File: config.mk
export PLATFORM = sky130hd
export DESIGN_NAME = avc_nal_slice_header_tracker
export DESIGN_NICKNAME = d
export VERILOG_FILES = /design/src/rtl/core/avc_nst_pkg.sv /design/src/rtl/core/avc_nal_slice_header_tracker.sv
export SDC_FILE = /design/constraint.sdc
export NUM_CORES = 2
export LEC_CHECK = 0
export BUFFER_PORTS_ARGS = -buffer_cell sky130_fd_sc_hd__buf_2
export CAP_MARGIN = 25
export CORE_ASPECT_RATIO = 1.4
export CORE_MARGIN = 2
export CORE_UTILIZATION = 60
export DETAILED_ROUTE_END_ITERATION = 7
export GPL_ROUTABILITY_DRIVEN = 0
export MAX_ROUTING_LAYER = met4
export PLACE_DENSITY_LB_ADDON = 0.08
export SLEW_MARGIN = 20
export SYNTH_ARGS = -nofsm -noshare
export SYNTH_HDL_FRONTEND = slang
export SYNTH_SLANG_ARGS = --single-unit
File: constraint.sdc
create_clock -name aclk -period 31 [get_ports aclk]
set_input_delay 9.3 -clock aclk [delete_from_list [all_inputs] [get_ports aclk]]
set_output_delay 9.3 -clock aclk [all_outputs]
set_load 0.01 [all_outputs]
File: src/rtl/core/avc_nst_pkg.sv
`default_nettype none

package avc_nst_pkg;

    // NAL unit type codes that the tracker acts on.
    localparam logic [4:0] NAL_NON_IDR    = 5'd1;
    localparam logic [4:0] NAL_IDR        = 5'd5;
    localparam logic [4:0] NAL_SPS        = 5'd7;
    localparam logic [4:0] NAL_SPS_EXT    = 5'd15;
    localparam logic [4:0] NAL_PPS        = 5'd8;

    // Slice QP base value and the offset of log2(MaxPicOrderCntLsb).
    localparam logic signed [7:0] QP_BASE       = 8'sd26;
    localparam logic [4:0]        LSB_LOG2_BIAS = 5'd4;

    // Width of MaxPicOrderCntLsb: 1 << (15 + 4) needs 20 bits.
    localparam int MAX_LSB_BITS = 20;

    typedef enum logic [2:0] {
        OP_OTHER,
        OP_SPS,
        OP_PPS,
        OP_SLICE,
        OP_IDR
    } op_t;

    typedef enum logic [1:0] {
        CLASS_NONE = 2'd0,
        CLASS_I    = 2'd1,
        CLASS_P    = 2'd2,
        CLASS_B    = 2'd3
    } slice_class_t;

    // Item as it travels down the pipeline.
    typedef struct packed {
        op_t                op;
        slice_class_t       cls;
        logic [15:0]        lsb;
        logic [6:0]         qp_delta;
        logic [15:0]        fnum;
        logic               last_valid;
        logic [3:0]         last_log2;
    } stage_t;

    function automatic op_t decode_op(input logic [4:0] kind, input logic failed);
        op_t op;
        priority if (kind == NAL_SPS || kind == NAL_SPS_EXT) begin
            op = OP_SPS;
        end else if (kind == NAL_PPS) begin
            op = OP_PPS;
        end else if (kind == NAL_NON_IDR && !failed) begin
            op = OP_SLICE;
        end else if (kind == NAL_IDR && !failed) begin
            op = OP_IDR;
        end else begin
            op = OP_OTHER;
        end
        return op;
    endfunction

    // The slice type code modulo 5: 0 and 3 are P, 1 is B, 2 and 4 are I.
    function automatic slice_class_t class_of(input logic [3:0] skind);
        slice_class_t cls;
        unique case (skind)
            4'd0, 4'd3, 4'd5, 4'd8, 4'd10, 4'd13, 4'd15: cls = CLASS_P;
            4'd1, 4'd6, 4'd11:                           cls = CLASS_B;
            default:                                     cls = CLASS_I;
        endcase
        return cls;
    endfunction

endpackage

`default_nettype wire

File: src/rtl/core/avc_nal_slice_header_tracker.sv
// H.264 NAL header tracker with type-0 picture order count.
//
// The input channel (s_*) takes one parsed NAL unit header per transfer. SPS
// headers record the POC lsb width, PPS headers record their SPS id and initial
// QP offset, and parsed slices receive a picture order count, a slice QP, an
// I/P/B class and a running slice index. Every input transfer yields exactly one
// transfer on the result channel (m_*), which also carries the NAL and class
// counters.
//
// The PPS and SPS tables sit in synchronous memories. An item reads the PPS
// table at the edge that accepts it, reads the SPS table with the SPS id it
// found as it leaves stage one, and stage two resolves the POC into the
// output register. The three stages are pipelined, so the block sustains one
// item per cycle unless the receiver stalls. Table writes happen at
// acceptance, so no forwarding is needed between neighbouring items.
//
// Reset clears all table valid flags, the POC tracking state and the counters.
// When the receiver stalls, the stages fill up one by one and s_ready falls
// only once the first stage can no longer move on.
`default_nettype none

module avc_nal_slice_header_tracker #(
    parameter int PPS_ENTRIES = 256,
    parameter int SPS_ENTRIES = 32,
    parameter int COUNT_BITS  = 32
) (
    input  wire logic               aclk,
    input  wire logic               aresetn,

    input  wire logic               s_valid,
    output logic                    s_ready,
    input  wire logic [4:0]         s_nal_kind,
    input  wire logic               s_parse_failed,
    input  wire logic [7:0]         s_set_id,
    input  wire logic [4:0]         s_ref_sps_id,
    input  wire logic [3:0]         s_log2_lsb_minus4,
    input  wire logic signed [5:0]  s_init_qp_offset,
    input  wire logic [3:0]         s_slice_kind,
    input  wire logic [15:0]        s_poc_lsb,
    input  wire logic signed [6:0]  s_qp_delta,
    input  wire logic [15:0]        s_frame_number,

    output logic                    m_valid,
    input  wire logic               m_ready,
    output logic [1:0]              m_slice_class,
    output logic signed [31:0]      m_slice_poc,
    output logic signed [7:0]       m_slice_qp,
    output logic [15:0]             m_slice_frame_num,
    output logic [31:0]             m_slice_index,
    output logic [31:0]             m_nal_total,
    output logic [31:0]             m_i_total,
    output logic [31:0]             m_p_total,
    output logic [31:0]             m_b_total
);

    import avc_nst_pkg::*;

    localparam int PPS_AW = (PPS_ENTRIES > 1) ? $clog2(PPS_ENTRIES) : 1;
    localparam int SPS_AW = (SPS_ENTRIES > 1) ? $clog2(SPS_ENTRIES) : 1;
    // PPS entry: referenced SPS id and initial QP offset.
    localparam int PPS_DW = 11;

    // ------------------------------------------------------------------
    // Handshake and stage occupancy
    // ------------------------------------------------------------------
    logic   s1_valid_reg;
    logic   s2_valid_reg;
    logic   m_valid_reg;
    logic   s_accept;
    logic   s1_adv;
    logic   s2_adv;
    logic   s1_move;
    logic   s2_move;

    // Each stage moves on when the stage after it is empty or moving too.
    assign s2_adv   = !m_valid_reg || m_ready;
    assign s1_adv   = !s2_valid_reg || s2_adv;
    assign s_ready  = !s1_valid_reg || s1_adv;
    assign s_accept = s_valid && s_ready;
    assign s1_move  = s1_valid_reg && s1_adv;
    assign s2_move  = s2_valid_reg && s2_adv;
    assign m_valid  = m_valid_reg;

    always_ff @(posedge aclk) begin
        if (!aresetn) begin
            s1_valid_reg <= 1'b0;
            s2_valid_reg <= 1'b0;
            m_valid_reg  <= 1'b0;
        end else begin
            if (s_accept) begin
                s1_valid_reg <= 1'b1;
            end else if (s1_adv) begin
                s1_valid_reg <= 1'b0;
            end
            if (s1_move) begin
                s2_valid_reg <= 1'b1;
            end else if (s2_adv) begin
                s2_valid_reg <= 1'b0;
            end
            if (s2_move) begin
                m_valid_reg <= 1'b1;
            end else if (m_ready) begin
                m_valid_reg <= 1'b0;
            end
        end
    end

    // ------------------------------------------------------------------
    // Input decode
    // ------------------------------------------------------------------
    op_t                in_op;
    logic               pps_in_range;
    logic               sps_in_range;
    logic [PPS_AW-1:0]  pps_idx;
    logic [SPS_AW-1:0]  sps_widx;
    stage_t             in_item;
    logic               last_sps_valid_reg;
    logic [3:0]         last_sps_log2_reg;

    assign in_op        = decode_op(s_nal_kind, s_parse_failed);
    assign pps_in_range = int'(s_set_id) < PPS_ENTRIES;
    assign sps_in_range = int'(s_set_id) < SPS_ENTRIES;
    assign pps_idx      = s_set_id[PPS_AW-1:0];
    assign sps_widx     = s_set_id[SPS_AW-1:0];

    // The last-seen SPS is sampled before this item updates it; a slice never
    // updates it, so the slice sees every SPS that came before it.
    always_comb begin
        in_item.op         = in_op;
        in_item.lsb        = s_poc_lsb;
        in_item.qp_delta   = s_qp_delta;
        in_item.fnum       = s_frame_number;
        in_item.last_valid = last_sps_valid_reg;
        in_item.last_log2  = last_sps_log2_reg;
        unique case (in_op)
            OP_SLICE: in_item.cls = class_of(s_slice_kind);
            OP_IDR:   in_item.cls = CLASS_I;
            default:  in_item.cls = CLASS_NONE;
        endcase
    end

    // ------------------------------------------------------------------
    // PPS table: written and read when an item is accepted
    // ------------------------------------------------------------------
    logic [PPS_DW-1:0]      pps_mem [PPS_ENTRIES];
    logic [PPS_ENTRIES-1:0] pps_vld_reg;
    logic [PPS_DW-1:0]      pps_rd_reg;
    logic                   pps_hit_reg;
    logic                   pps_we;

    assign pps_we = s_accept && in_op == OP_PPS && pps_in_range;

    always_ff @(posedge aclk) begin
        if (!aresetn) begin
            pps_vld_reg <= '0;
        end else if (pps_we) begin
            pps_vld_reg[pps_idx] <= 1'b1;
        end
    end

    // A read in the same cycle as a write returns the old contents, which
    // is what the reading item is entitled to see.
    always_ff @(posedge aclk) begin
        if (pps_we) begin
            pps_mem[pps_idx] <= {s_ref_sps_id, s_init_qp_offset};
        end
        if (s_accept) begin
            pps_rd_reg  <= pps_mem[pps_idx];
            pps_hit_reg <= pps_in_range && pps_vld_reg[pps_idx];
        end
    end

    // ------------------------------------------------------------------
    // SPS table and last-seen SPS
    // ------------------------------------------------------------------
    logic [3:0]             sps_mem [SPS_ENTRIES];
    logic [SPS_ENTRIES-1:0] sps_vld_reg;
    logic [3:0]             sps_rd_reg;
    logic                   sps_hit_reg;
    logic                   sps_we;
    logic [4:0]             ref_sid;
    logic [SPS_AW-1:0]      sps_ridx;
    logic                   sps_rd_in_range;

    assign sps_we          = s_accept && in_op == OP_SPS && sps_in_range;
    assign ref_sid         = pps_rd_reg[PPS_DW-1 -: 5];
    assign sps_ridx        = ref_sid[SPS_AW-1:0];
    assign sps_rd_in_range = int'(ref_sid) < SPS_ENTRIES;

    always_ff @(posedge aclk) begin
        if (!aresetn) begin
            sps_vld_reg        <= '0;
            last_sps_valid_reg <= 1'b0;
            last_sps_log2_reg  <= '0;
        end else if (s_accept && in_op == OP_SPS) begin
            last_sps_valid_reg <= 1'b1;
            last_sps_log2_reg  <= s_log2_lsb_minus4;
            if (sps_in_range) begin
                sps_vld_reg[sps_widx] <= 1'b1;
            end
        end
    end

    // The SPS read happens as the item leaves stage one; any SPS accepted in
    // that same cycle comes after the item and is not seen by it.
    always_ff @(posedge aclk) begin
        if (sps_we) begin
            sps_mem[sps_widx] <= s_log2_lsb_minus4;
        end
        if (s1_move) begin
            sps_rd_reg  <= sps_mem[sps_ridx];
            sps_hit_reg <= pps_hit_reg && sps_rd_in_range && sps_vld_reg[sps_ridx];
        end
    end

    // ------------------------------------------------------------------
    // Stage payload registers
    // ------------------------------------------------------------------
    stage_t             s1_item_reg;
    stage_t             s2_item_reg;
    logic               s2_pps_hit_reg;
    logic [5:0]         s2_qp_off_reg;

    always_ff @(posedge aclk) begin
        if (s_accept) begin
            s1_item_reg <= in_item;
        end
        if (s1_move) begin
            s2_item_reg    <= s1_item_reg;
            s2_pps_hit_reg <= pps_hit_reg;
            s2_qp_off_reg  <= pps_rd_reg[5:0];
        end
    end

    // ------------------------------------------------------------------
    // Stage two: POC, QP and counters
    // ------------------------------------------------------------------
    logic                       use_sps;
    logic                       lsb_known;
    logic [3:0]                 log2_sel;
    logic [MAX_LSB_BITS-1:0]    max_lsb;
    logic [MAX_LSB_BITS-1:0]    half_lsb;
    logic [15:0]                lsb_down;
    logic [15:0]                lsb_up;
    logic                       wrap_fwd;
    logic                       wrap_back;
    logic                       is_slice;
    logic [31:0]                poc_val;
    logic [7:0]                 qp_val;

    logic [31:0]                poc_msb_reg;
    logic [31:0]                poc_msb_next;
    logic [15:0]                prev_lsb_reg;
    logic [15:0]                prev_lsb_next;
    logic                       poc_started_reg;
    logic                       poc_started_next;

    logic [COUNT_BITS-1:0]      nal_cnt_reg;
    logic [COUNT_BITS-1:0]      nal_cnt_next;
    logic [COUNT_BITS-1:0]      slice_cnt_reg;
    logic [COUNT_BITS-1:0]      slice_cnt_next;
    logic [COUNT_BITS-1:0]      i_cnt_reg;
    logic [COUNT_BITS-1:0]      i_cnt_next;
    logic [COUNT_BITS-1:0]      p_cnt_reg;
    logic [COUNT_BITS-1:0]      p_cnt_next;
    logic [COUNT_BITS-1:0]      b_cnt_reg;
    logic [COUNT_BITS-1:0]      b_cnt_next;

    // The SPS found through the PPS wins; otherwise the last SPS seen, and
    // with no SPS at all MaxPicOrderCntLsb is one.
    assign use_sps   = s2_pps_hit_reg && sps_hit_reg;
    assign lsb_known = use_sps || s2_item_reg.last_valid;
    assign log2_sel  = use_sps ? sps_rd_reg : s2_item_reg.last_log2;
    assign max_lsb   = lsb_known
                     ? (MAX_LSB_BITS'(1) << ({1'b0, log2_sel} + LSB_LOG2_BIAS))
                     : MAX_LSB_BITS'(1);
    assign half_lsb  = max_lsb >> 1;

    assign lsb_down  = prev_lsb_reg - s2_item_reg.lsb;
    assign lsb_up    = s2_item_reg.lsb - prev_lsb_reg;
    assign wrap_fwd  = s2_item_reg.lsb < prev_lsb_reg
                     && MAX_LSB_BITS'(lsb_down) >= half_lsb;
    assign wrap_back = s2_item_reg.lsb > prev_lsb_reg
                     && MAX_LSB_BITS'(lsb_up) > half_lsb;

    assign is_slice  = s2_item_reg.op == OP_SLICE || s2_item_reg.op == OP_IDR;

    assign qp_val = QP_BASE
                  + {s2_item_reg.qp_delta[6], s2_item_reg.qp_delta}
                  + (s2_pps_hit_reg ? {{2{s2_qp_off_reg[5]}}, s2_qp_off_reg} : 8'd0);

    always_comb begin
        poc_msb_next     = poc_msb_reg;
        prev_lsb_next    = prev_lsb_reg;
        poc_started_next = poc_started_reg;
        poc_val          = 32'hFFFF_FFFF;
        unique case (s2_item_reg.op)
            OP_IDR: begin
                poc_msb_next     = '0;
                prev_lsb_next    = '0;
                poc_started_next = 1'b1;
                poc_val          = '0;
            end
            OP_SLICE: begin
                if (poc_started_reg && wrap_fwd) begin
                    poc_msb_next = poc_msb_reg + 32'(max_lsb);
                end else if (poc_started_reg && wrap_back) begin
                    poc_msb_next = poc_msb_reg - 32'(max_lsb);
                end
                prev_lsb_next    = s2_item_reg.lsb;
                poc_started_next = 1'b1;
                poc_val          = poc_msb_next + 32'(s2_item_reg.lsb);
            end
            default: begin
            end
        endcase
    end

    always_comb begin
        nal_cnt_next   = nal_cnt_reg + COUNT_BITS'(1);
        slice_cnt_next = slice_cnt_reg;
        i_cnt_next     = i_cnt_reg;
        p_cnt_next     = p_cnt_reg;
        b_cnt_next     = b_cnt_reg;
        if (is_slice) begin
            slice_cnt_next = slice_cnt_reg + COUNT_BITS'(1);
        end
        unique case (s2_item_reg.cls)
            CLASS_I:    i_cnt_next = i_cnt_reg + COUNT_BITS'(1);
            CLASS_P:    p_cnt_next = p_cnt_reg + COUNT_BITS'(1);
            CLASS_B:    b_cnt_next = b_cnt_reg + COUNT_BITS'(1);
            CLASS_NONE: begin
            end
        endcase
    end

    always_ff @(posedge aclk) begin
        if (!aresetn) begin
            poc_msb_reg     <= '0;
            prev_lsb_reg    <= '0;
            poc_started_reg <= 1'b0;
            nal_cnt_reg     <= '0;
            slice_cnt_reg   <= '0;
            i_cnt_reg       <= '0;
            p_cnt_reg       <= '0;
            b_cnt_reg       <= '0;
        end else if (s2_move) begin
            poc_msb_reg     <= poc_msb_next;
            prev_lsb_reg    <= prev_lsb_next;
            poc_started_reg <= poc_started_next;
            nal_cnt_reg     <= nal_cnt_next;
            slice_cnt_reg   <= slice_cnt_next;
            i_cnt_reg       <= i_cnt_next;
            p_cnt_reg       <= p_cnt_next;
            b_cnt_reg       <= b_cnt_next;
        end
    end

    // ------------------------------------------------------------------
    // Output register
    // ------------------------------------------------------------------
    logic [1:0]     m_class_reg;
    logic [31:0]    m_poc_reg;
    logic [7:0]     m_qp_reg;
    logic [15:0]    m_fnum_reg;
    logic [31:0]    m_index_reg;
    logic [31:0]    m_nal_reg;
    logic [31:0]    m_i_reg;
    logic [31:0]    m_p_reg;
    logic [31:0]    m_b_reg;

    always_ff @(posedge aclk) begin
        if (s2_move) begin
            m_class_reg <= s2_item_reg.cls;
            m_poc_reg   <= poc_val;
            m_qp_reg    <= is_slice ? qp_val : 8'hFF;
            m_fnum_reg  <= is_slice ? s2_item_reg.fnum : 16'd0;
            m_index_reg <= is_slice ? 32'(slice_cnt_reg) : 32'd0;
            m_nal_reg   <= 32'(nal_cnt_next);
            m_i_reg     <= 32'(i_cnt_next);
            m_p_reg     <= 32'(p_cnt_next);
            m_b_reg     <= 32'(b_cnt_next);
        end
    end

    assign m_slice_class     = m_class_reg;
    assign m_slice_poc       = m_poc_reg;
    assign m_slice_qp        = m_qp_reg;
    assign m_slice_frame_num = m_fnum_reg;
    assign m_slice_index     = m_index_reg;
    assign m_nal_total       = m_nal_reg;
    assign m_i_total         = m_i_reg;
    assign m_p_total         = m_p_reg;
    assign m_b_total         = m_b_reg;

endmodule

`default_nettype wire

# Word level (Yosys, flattened, before mapping)
# Memory sizes are Yosys's and may differ from the RTL's. A register that Yosys moved wholly into a read port is not among the register bits.
# Index checks and enable logic that the tools add are counted.
# W data, S select, Z words.
dict set report totals {
  reg_bits 830
  ram_bits 2944
  rom_bits 32
  inputBits 76
  wordCells 155
  mem_count 3
}
# name depth word_bits rd rd_ports_with_merged_regs write_ports line
set mem_list {}
lappend mem_list {pps_mem 256 11 1 1 1 avc_nal_slice_header_tracker.sv:145} ;# logic [PPS_DW-1:0] pps_mem [PPS_ENTRIES];
lappend mem_list {sps_mem 32 4 1 1 1 avc_nal_slice_header_tracker.sv:176} ;# logic [3:0] sps_mem [SPS_ENTRIES];
lappend mem_list {{(no name shown)} 16 2 1 0 0 avc_nst_pkg.sv:64} ;# unique case (skind)
dict set report op_classes {
  n_addsub 13
  magnitude_cmp 10
  n_eq_ne 14
  shift 1
  mux 35
  bitwise_logic 2
  n_reduce_logical 35
}
# operator count
set op_table {}
lappend op_table {{$or A256 B256 Y256} 1}
lappend op_table {{$mux W32} 6}
lappend op_table {{$add A32 B1 Y32 const B} 5}
lappend op_table {{$pmux W32 S2} 2}
lappend op_table {{$add A32 B16 Y32} 1}
lappend op_table {{$add A32 B20 Y32} 1}
lappend op_table {{$or A32 B32 Y32} 1}
lappend op_table {{$pmux W16 S2} 1}
lappend op_table {{$sub A16 B16 Y16} 2}
lappend op_table {{$sub A32 B20 Y32} 1}
lappend op_table {{$mux W20} 1}
lappend op_table {{$shl A1 B5 Y20 const A} 1}
lappend op_table {{$ge A16 B19 Y1} 1}
lappend op_table {{$gt A16 B19 Y1} 1}
lappend op_table {{$gt A16 B16 Y1} 1}
lappend op_table {{$logic_and A1 B1 Y1} 16}
lappend op_table {{$lt A16 B16 Y1} 1}
lappend op_table {{$mux W1} 14}
lappend op_table {{$lt A5 B6 Y1 const B} 2}
lappend op_table {{$mux W3} 4}
lappend op_table {{$eq A5 B3 Y1 const B} 2}
lappend op_table {{$eq A5 B4 Y1 const B} 2}
lappend op_table {{$eq A3 B2 Y1 const B} 3}
lappend op_table {{$lt A8 B9 Y1 const B} 1}
lappend op_table {{23 further kinds} 39}

# Depth between registers and ports, before layout
dict set report depth {
  ltp_word 13
  mapped_depth 39
}

# Least setup slack after synthesis
# OpenSTA, ideal clock, no wires.
dict set report synth_timing {
  kind {in2out}
  startpoint {in m_ready}
  endpoint {out s_ready}
  arrival_ns 9.721
  slack_ns 11.979
  stages 2
  n_path_buf 0
  path_cell_list {nor2b_1 > nand3_1}
}
dict set report synth_between {
  elab_chain_len 3
}
# item line
set synth_lines {}
lappend synth_lines {{start, declared} avc_nal_slice_header_tracker.sv:44} ;# input wire logic m_ready,
lappend synth_lines {{$logic_or A1 B1 Y1} avc_nal_slice_header_tracker.sv:76} ;# assign s2_adv = !m_valid_reg || m_ready;
lappend synth_lines {{$logic_or A1 B1 Y1} avc_nal_slice_header_tracker.sv:77} ;# assign s1_adv = !s2_valid_reg || s2_adv;
lappend synth_lines {{$logic_or A1 B1 Y1} avc_nal_slice_header_tracker.sv:78} ;# assign s_ready = !s1_valid_reg || s1_adv;
lappend synth_lines {{end, declared} avc_nal_slice_header_tracker.sv:31} ;# output logic s_ready,
# No other way between the ends.

# Final worst setup path
# Ends and elaborated chain as after synthesis.

==> results.sh <==
export IMPL_status="finished, final reports clean"
export IMPL_first_pass_iters=6
export IMPL_placed_area_mm2=0.1582
export IMPL_stdcell_area_mm2=0.1695
export IMPL_die_h_um=599.1
export IMPL_cts_sinks=3789
export IMPL_core_area_mm2=0.2518
export IMPL_crit_top_cell="buf_2"
export IMPL_grt_pass1_vias=78630
export IMPL_syn_area_mm2=0.1518
export IMPL_worstHoldPathType="reg -> reg"
export IMPL_power_mw=10.32
export IMPL_synth_most_common_cell="edfxtp_1"
export IMPL_slowest_stage="nor2b_1"
export IMPL_cts_resized=0
export IMPL_max_cap_violations=0
export IMPL_critPathMaxFanout=6
export IMPL_clk_latency_ns=0.90
export IMPL_synth_largest_area_cell="edfxtp_1"
export IMPL_area_growth_pct=11.66
export IMPL_worstPathRequired_ns=21.70
export IMPL_setup_violations_final=0
export IMPL_seq_area_frac_synth_pct=71.63
export IMPL_power_density_mw_per_mm2=60.88
export IMPL_maxSlewHeadroom_pct=25.05
export IMPL_final_hold_violation_count=0
export IMPL_worst_pin_slew_ns=1.124
export IMPL_viasPerCell=6.439
export IMPL_syn_nets=8302
export IMPL_post_cts_buffers=0
export IMPL_cts_root_buf="clkbuf_16"
export IMPL_synth_top_flop_cell="edfxtp_1"
export IMPL_n_fill_cell=16381
export IMPL_fin_nets=8771
export IMPL_grt_ovfl_total=0
export IMPL_largest_reg_flops=2816
export IMPL_remaining_drc_errors=0
export IMPL_die_area_mm2=0.2571
export IMPL_yosys_cell_types_count=89
export IMPL_num_rows=218
export IMPL_start_util_pct=60.29
export IMPL_path_class="in -> out"
export IMPL_cts_tree="built"
export IMPL_portBuffers=295
export IMPL_fin_skew_ns=0.03815
export IMPL_grt_pass1_wl_um=532900
export IMPL_ys_seq_elements=3789
export IMPL_rsz0062_at_grt="false"
export IMPL_vdd_drop_max_v=0.00005208
export IMPL_p_leak_nw=54.90
export IMPL_synth_cells=8081
export IMPL_antenna_found_initial=5
export IMPL_cp_arrival_ns=10.34
export IMPL_async_flop_share_pct=0
export IMPL_dp_hpwl_um=222200
export IMPL_cp_start_kind="input pin"
export IMPL_final_max_slew_violation_count=0
export IMPL_drive_above_1_share_pct=25.69
export IMPL_setup_tns_ns=0
export IMPL_grt_usage_pct=29.32
export IMPL_hold_worst_slack_ns=0.4176
export IMPL_cp_end_kind="output pin"
export IMPL_avgSynthCellArea_um2=18.78
export IMPL_fmax_ghz=0.05092
export IMPL_vias=78185
export IMPL_die_w_um=429.1
export IMPL_synth_edf_count=3284
export IMPL_final_util_pct=67.32
export IMPL_ant_nets=0
export IMPL_min_period_over_period_pct=63.35
export IMPL_wirelength_um=365000
export IMPL_netlist_top_cells_count="edfxtp_1, mux4_2, dfxtp_1"
export IMPL_synthTopCellsByArea="edfxtp_1, mux4_2, dfxtp_1, o21a_1, ha_1"
export IMPL_clock_path_buffers=4
export IMPL_clk_pin_slew_worst_paths_ns=0.06
export IMPL_max_stage_delay_ns=0.51
export IMPL_fin_crit_ns=19.64
export IMPL_drt_initial_drc_count=8297
export IMPL_routedWlPerCell_um=30.06
export IMPL_crit_chain="buf_2 -> nor2b_1 -> nand3_1 -> buf_2"
export IMPL_netlist_area_leader_share_pct=64.97
export IMPL_cts_hold_buf=0
export IMPL_cts_buffers_inserted=351
export IMPL_io_pins=296
export IMPL_grt_max_degree=162
export IMPL_cts_max_level=5
export IMPL_ys_warn_count=0
## worst max-delay path: cells and delay by family
family | cells | cell delay, ns
and+or+nand+nor | 2 | 0.75
buffers and inverters | 2 | 0.29
## final cells by class
cell class	count	area [um2]	area share, %
Timing Repair Buffer	548	3650	2.154
Inverter	130	496.7	0.2931
Multi-Input combinational cell	3730	41320	24.38
Antenna cell	5	12.51	0.007383
Clock inverter	174	1533	0.9044
Sequential cell	3789	108700	64.15
Tap cell	3300	4129	2.436
Clock buffer	466	9609	5.670
## placed cells by master, fill, tap and decap left out, drive strengths merged, types with 13 or more instances in the layout
master	count
a211oi	17
o21a	309
nand2	281
nor2	441
dfxtp	505
xor2	116
mux2	24
and3	33
inv	139
or3	60
nand4	43
a21o	29
edfxtp	3284
o21bai	21
mux2i	23
bufinv	25
nand3	98
a21boi	59
and2	187
o22ai	28
o21ai	136
a221oi	13
nor3	50
clkinv	128
clkbuf	476
nand2b	25
a22oi	33
o31ai	13
ha	139
nor2b	58
a21oi	106
mux4	1042
xnor2	178
buf	538
## report_power, final
group | internal, mW | switching [mW] | leakage [nW]
clock network | 2.39 | 1.84 | 5.44
logic | 0.197 | 0.319 | 16.0
registers | 5.56 | 0.0119 | 33.5
## stage by stage
step                      cells  worst slack (ns)
after global routing      12140             11.28
after CTS                 12133             11.38
after detailed placement  11493             11.40
final                     12142             11.36
after global placement    11484             11.37
after floorplan            8081             11.98
## cells by family after synthesis
logic type | after synthesis | synth area share, %
and+or+nand+nor | 1343 | 4.296
AOI/OAI and AO/OA | 859 | 3.934
adders and majority gates | 145 | 1.225
muxes | 1089 | 15.80
xor gates and xnor gates | 294 | 1.697
buffers and inverters | 562 | 1.415
DFF | 3789 | 71.63
## final timing paths
path | slack (ns) | startpoint | cells after the start | endpoint
worst max-delay path | 11.36 | m_ready | 4 | s_ready
worst min-delay path | 0.42 | s1_item_reg[6] | 0 | s2_item_reg[6]
worst max register to register | 21.68 | s2_item_reg[29] | 35 | m_slice_poc[30]
worst min register to register | 0.42 | s1_item_reg[6] | 0 | s2_item_reg[6]
## per-layer routing
metal	vias to the layer above	global-route usage, %	share of wire (%)
met5	-	-	0
met1	40874	37.08	37
met3	678	4.334	7.4
li1	33309	-	-
met2	3324	49.01	52
met4	0	10.28	3.9
Power figures use the tool's default switching activity.
